===== src/sv/cipgs_pkg.sv =====
// ----------------------------------------------------------------------------
// cipgs_pkg
// Shared types and codes of the 2D contact impulse solver.
// ----------------------------------------------------------------------------
package cipgs_pkg;

    typedef enum logic [1:0] {
        CMD_NORMAL   = 2'd0,
        CMD_FRICTION = 2'd1,
        CMD_WRITE    = 2'd2,
        CMD_READ     = 2'd3
    } cmd_t;

    typedef enum logic [1:0] {
        CFG_INV_H    = 2'd0,
        CFG_BAUM     = 2'd1,
        CFG_SLOP     = 2'd2,
        CFG_MAX_CORR = 2'd3
    } cfg_idx_t;

    typedef enum logic [2:0] {
        OP_MUL = 3'd0,
        OP_ADD = 3'd1,
        OP_SUB = 3'd2,
        OP_MAX = 3'd3,
        OP_MIN = 3'd4
    } alu_op_t;

    localparam int unsigned BODY_WORD_W = 160;

endpackage


===== src/sv/cipgs_alu.sv =====
// ----------------------------------------------------------------------------
// cipgs_alu
// Shared saturating Q16.16 unit: multiply, add, subtract, max, min.
// ----------------------------------------------------------------------------
module cipgs_alu (
    input  cipgs_pkg::alu_op_t op,
    input  logic signed [31:0] a,
    input  logic signed [31:0] b,
    output logic signed [31:0] y
);

    localparam logic signed [31:0] QMAX = 32'sh7fffffff;
    localparam logic signed [31:0] QMIN = 32'sh80000000;

    logic signed [63:0] prod;
    logic signed [47:0] prod_sh;
    logic signed [32:0] sum;
    logic signed [32:0] diff;

    assign prod    = a * b;
    assign prod_sh = prod[63:16];
    assign sum     = 33'(a) + 33'(b);
    assign diff    = 33'(a) - 33'(b);

    always_comb
    begin
        case (op)
            cipgs_pkg::OP_MUL:
            begin
                if (prod_sh > 48'(QMAX))
                    y = QMAX;
                else if (prod_sh < 48'(QMIN))
                    y = QMIN;
                else
                    y = prod_sh[31:0];
            end
            cipgs_pkg::OP_ADD:
            begin
                if (sum > 33'(QMAX))
                    y = QMAX;
                else if (sum < 33'(QMIN))
                    y = QMIN;
                else
                    y = sum[31:0];
            end
            cipgs_pkg::OP_SUB:
            begin
                if (diff > 33'(QMAX))
                    y = QMAX;
                else if (diff < 33'(QMIN))
                    y = QMIN;
                else
                    y = diff[31:0];
            end
            cipgs_pkg::OP_MAX: y = (a > b) ? a : b;
            cipgs_pkg::OP_MIN: y = (a < b) ? a : b;
            default:           y = '0;
        endcase
    end

endmodule


===== config.mk =====
export PLATFORM = sky130hd
export DESIGN_NAME = cipgs_alu
export DESIGN_NICKNAME = d
export VERILOG_FILES = /design/src/sv/cipgs_pkg.sv /design/src/sv/cipgs_alu.sv
export SDC_FILE = /design/constraint.sdc
export NUM_CORES = 2
export LEC_CHECK = 0
export BUFFER_PORTS_ARGS = -buffer_cell sky130_fd_sc_hd__buf_2
export CAP_MARGIN = 20
export CORE_MARGIN = 2
export CORE_UTILIZATION = 45
export DETAILED_ROUTE_END_ITERATION = 12
export PLACE_DENSITY_LB_ADDON = 0.2
export SLEW_MARGIN = 20
export SYNTH_ARGS = -nofsm -noshare
export SYNTH_HDL_FRONTEND = slang
export SYNTH_SLANG_ARGS = --single-unit

===== constraint.sdc =====
create_clock -name vclk -period 15.2
set_input_delay 1.52 -clock vclk [all_inputs]
set_output_delay 1.52 -clock vclk [all_outputs]
set_load 0.02 [all_outputs]

==> results.toml <==
[timing]
hold_viol_final = 0
period_share = 0.918
max_freq_ghz = 0.0717
worst_slew_pin_slew_ps = 1230
fin_crit_ps = 13950
setup_viol = 0
worst_slack_ps = 1250
final-max-slew-violation-count = 0
slew_headroom = 0.177
rsz0062_at_grt = "false"
fin_hold_ws_ps = 3670
tns_ps = 0

[place]
port_buffers = 99
dp.cells = 5735
gp_congestion = 1.00
dp_hpwl_um = 119000
preCtsSetupSlack_ps = 1350

[floorplan]
dieArea_mm2 = 0.0943
die_x_um = 307
coreArea_mm2 = 0.0914
initial_core_util = 0.453
dieHeight_um = 307
rows = 111
ios = 99

[global_routing]
gr-usage-met2 = 0.517
grtUsageMet3 = 0.0380
grt_pass1_wl_um = 218000
gr-total-overflow = 0
antenna_found_initial = 6
grt_max_degree = 35
grt-busiest-layer = "met2"
use_met1 = 0.422
gr-usage-all-layers = 0.310
grt_pass1_vias = 34200

[setup_path]
arrival_ps = 12430
worstSetupEndpointType = "primary output"
required_ps = 13680
start_kind = "input pin"
critPathKind = "in -> out"
critPathMaxFanout = 18

[logic_synthesis]
synthMuxAreaShare = 0.00278
avgSynthCellArea_um2 = 8.87
synth_nets = 6056
syn-cell-area_mm2 = 0.0414
synth_cell_type_count = 98
synth_cells = 4661
synth_xor_area_frac = 0.0222
synth_top_family_by_area = "adder cells"
yosysSeqAreaShare = 0
synth_compound_area_frac = 0.0865
yosysWarningCount = 0
synth-adder-area-share = 0.598
yosys.area_share.simple = 0.172

[run]
cap_violations = 0

[detailed_routing]
vias = 32500
first_iter_violations = 2649
avgRoutedWirePerCell_um = 24.8
drt_first_pass_iters = 7
wl_um = 142000
via_per_inst = 5.66
post-route-drc-count = 0
ant_nets = 0

[clock_network]
post-cts-setup-buffers = 0
cts_resized = 0
holdBufCountCts = 0

[worst_hold_path]
hold_path_class = "in -> out"

[finish]
ff_latch_area_um2 = 0
fin_cells = 5737
syn_to_final_growth_pct = 3.20
nets = 5946
seq_cells = 0
drive_gt1_frac = 0.0464
clkbuf_count = 0

[outcome]
status = "finished, final reports clean"
logic make-up after synthesis:
logic type	count (synthesis)
multiplexers	11
adder cells (fa/ha/maj)	1328
XOR/XNOR	105
buffers and inverters	1268
AND/OR/NAND/NOR	1435
AO/OA/AOI/OAI	514
per-stage QoR:
stage,util,instance area (um^2)
floorplan,-,41400
global placement,0.467,42700
detailed placement,0.467,42700
CTS,0.467,42700
global route,0.467,42700
finish,0.467,42700
final cells by class:
class / count / area [um^2]
inverters: 1001 / 3760
well taps: 1186 / 1480
multi-input cells: 3393 / 36500
fillers: 9189 / 48700
diodes: 2 / 5.00
repair buffers: 155 / 916
critical path: stages:
cell	delay, ps
buf_2	270
clkinv_1	600
nor2_1	440
fa_1	520
fa_1	490
fa_1	580
inv_1	180
fa_1	1050
inv_1	380
fa_1	540
fa_1	560
fa_1	440
fa_1	480
ha_1	570
nand4_1	280
nor4_4	470
nand3_1	210
a21o_1	230
a311oi_2	300
nand4_1	110
or4_1	540
o41ai_4	790
buf_4	400
nand3_1	120
nand4_1	120
buf_2	180
synth_stat cells, types with 23 or more instances:
master | n | area (um^2)
clkbuf_1 | 219 | 822
buf_2 | 28 | 140
nand4_1 | 46 | 288
nor3_1 | 24 | 120
ha_1 | 245 | 3070
o21ai_0 | 74 | 370
inv_1 | 999 | 3750
a21oi_1 | 157 | 786
xor2_1 | 31 | 272
nand2_1 | 563 | 2110
fa_1 | 1083 | 21700
and2_1 | 475 | 2970
nor2_1 | 179 | 672
xnor2_1 | 74 | 648
nand2b_1 | 23 | 144
nand3_1 | 45 | 225
a21o_1 | 36 | 270
worst paths after layout:
kind | startpoint | end | slack [ps] | cells after the start
worst min-delay path | op[0] | y[31] | 3670 | 5
worst max-delay path | a[31] | y[13] | 1250 | 26
metal layers:
layer	routed length [um]	vias up
met5	54	-
met4	5610	8
met3	10000	228
met2	68800	1216
met1	57800	17200
li1	-	13800
layout by cell type (no fill, tap or decap), types with 8 or more instances in the layout:
cell      instances
ha_1            245
a211oi_1         15
a22oi_1          15
nand4_1          46
and2_1          475
nand2b_1         23
a21o_1           36
o21bai_1         22
buf_4            56
o31ai_1          14
and3_1           10
nor3_1           23
xor2_1           31
a31oi_1          11
o211ai_1         16
inv_1           999
nand3_1          45
o221ai_1         12
nand2_1         563
buf_2            99
a2111o_1          8
o21a_1           22
and4_1           10
nor2b_1           9
a21oi_1         156
fa_1           1083
a221o_1          11
nor4_1           11
o21ai_0          74
xnor2_1          74
nor2_1          179
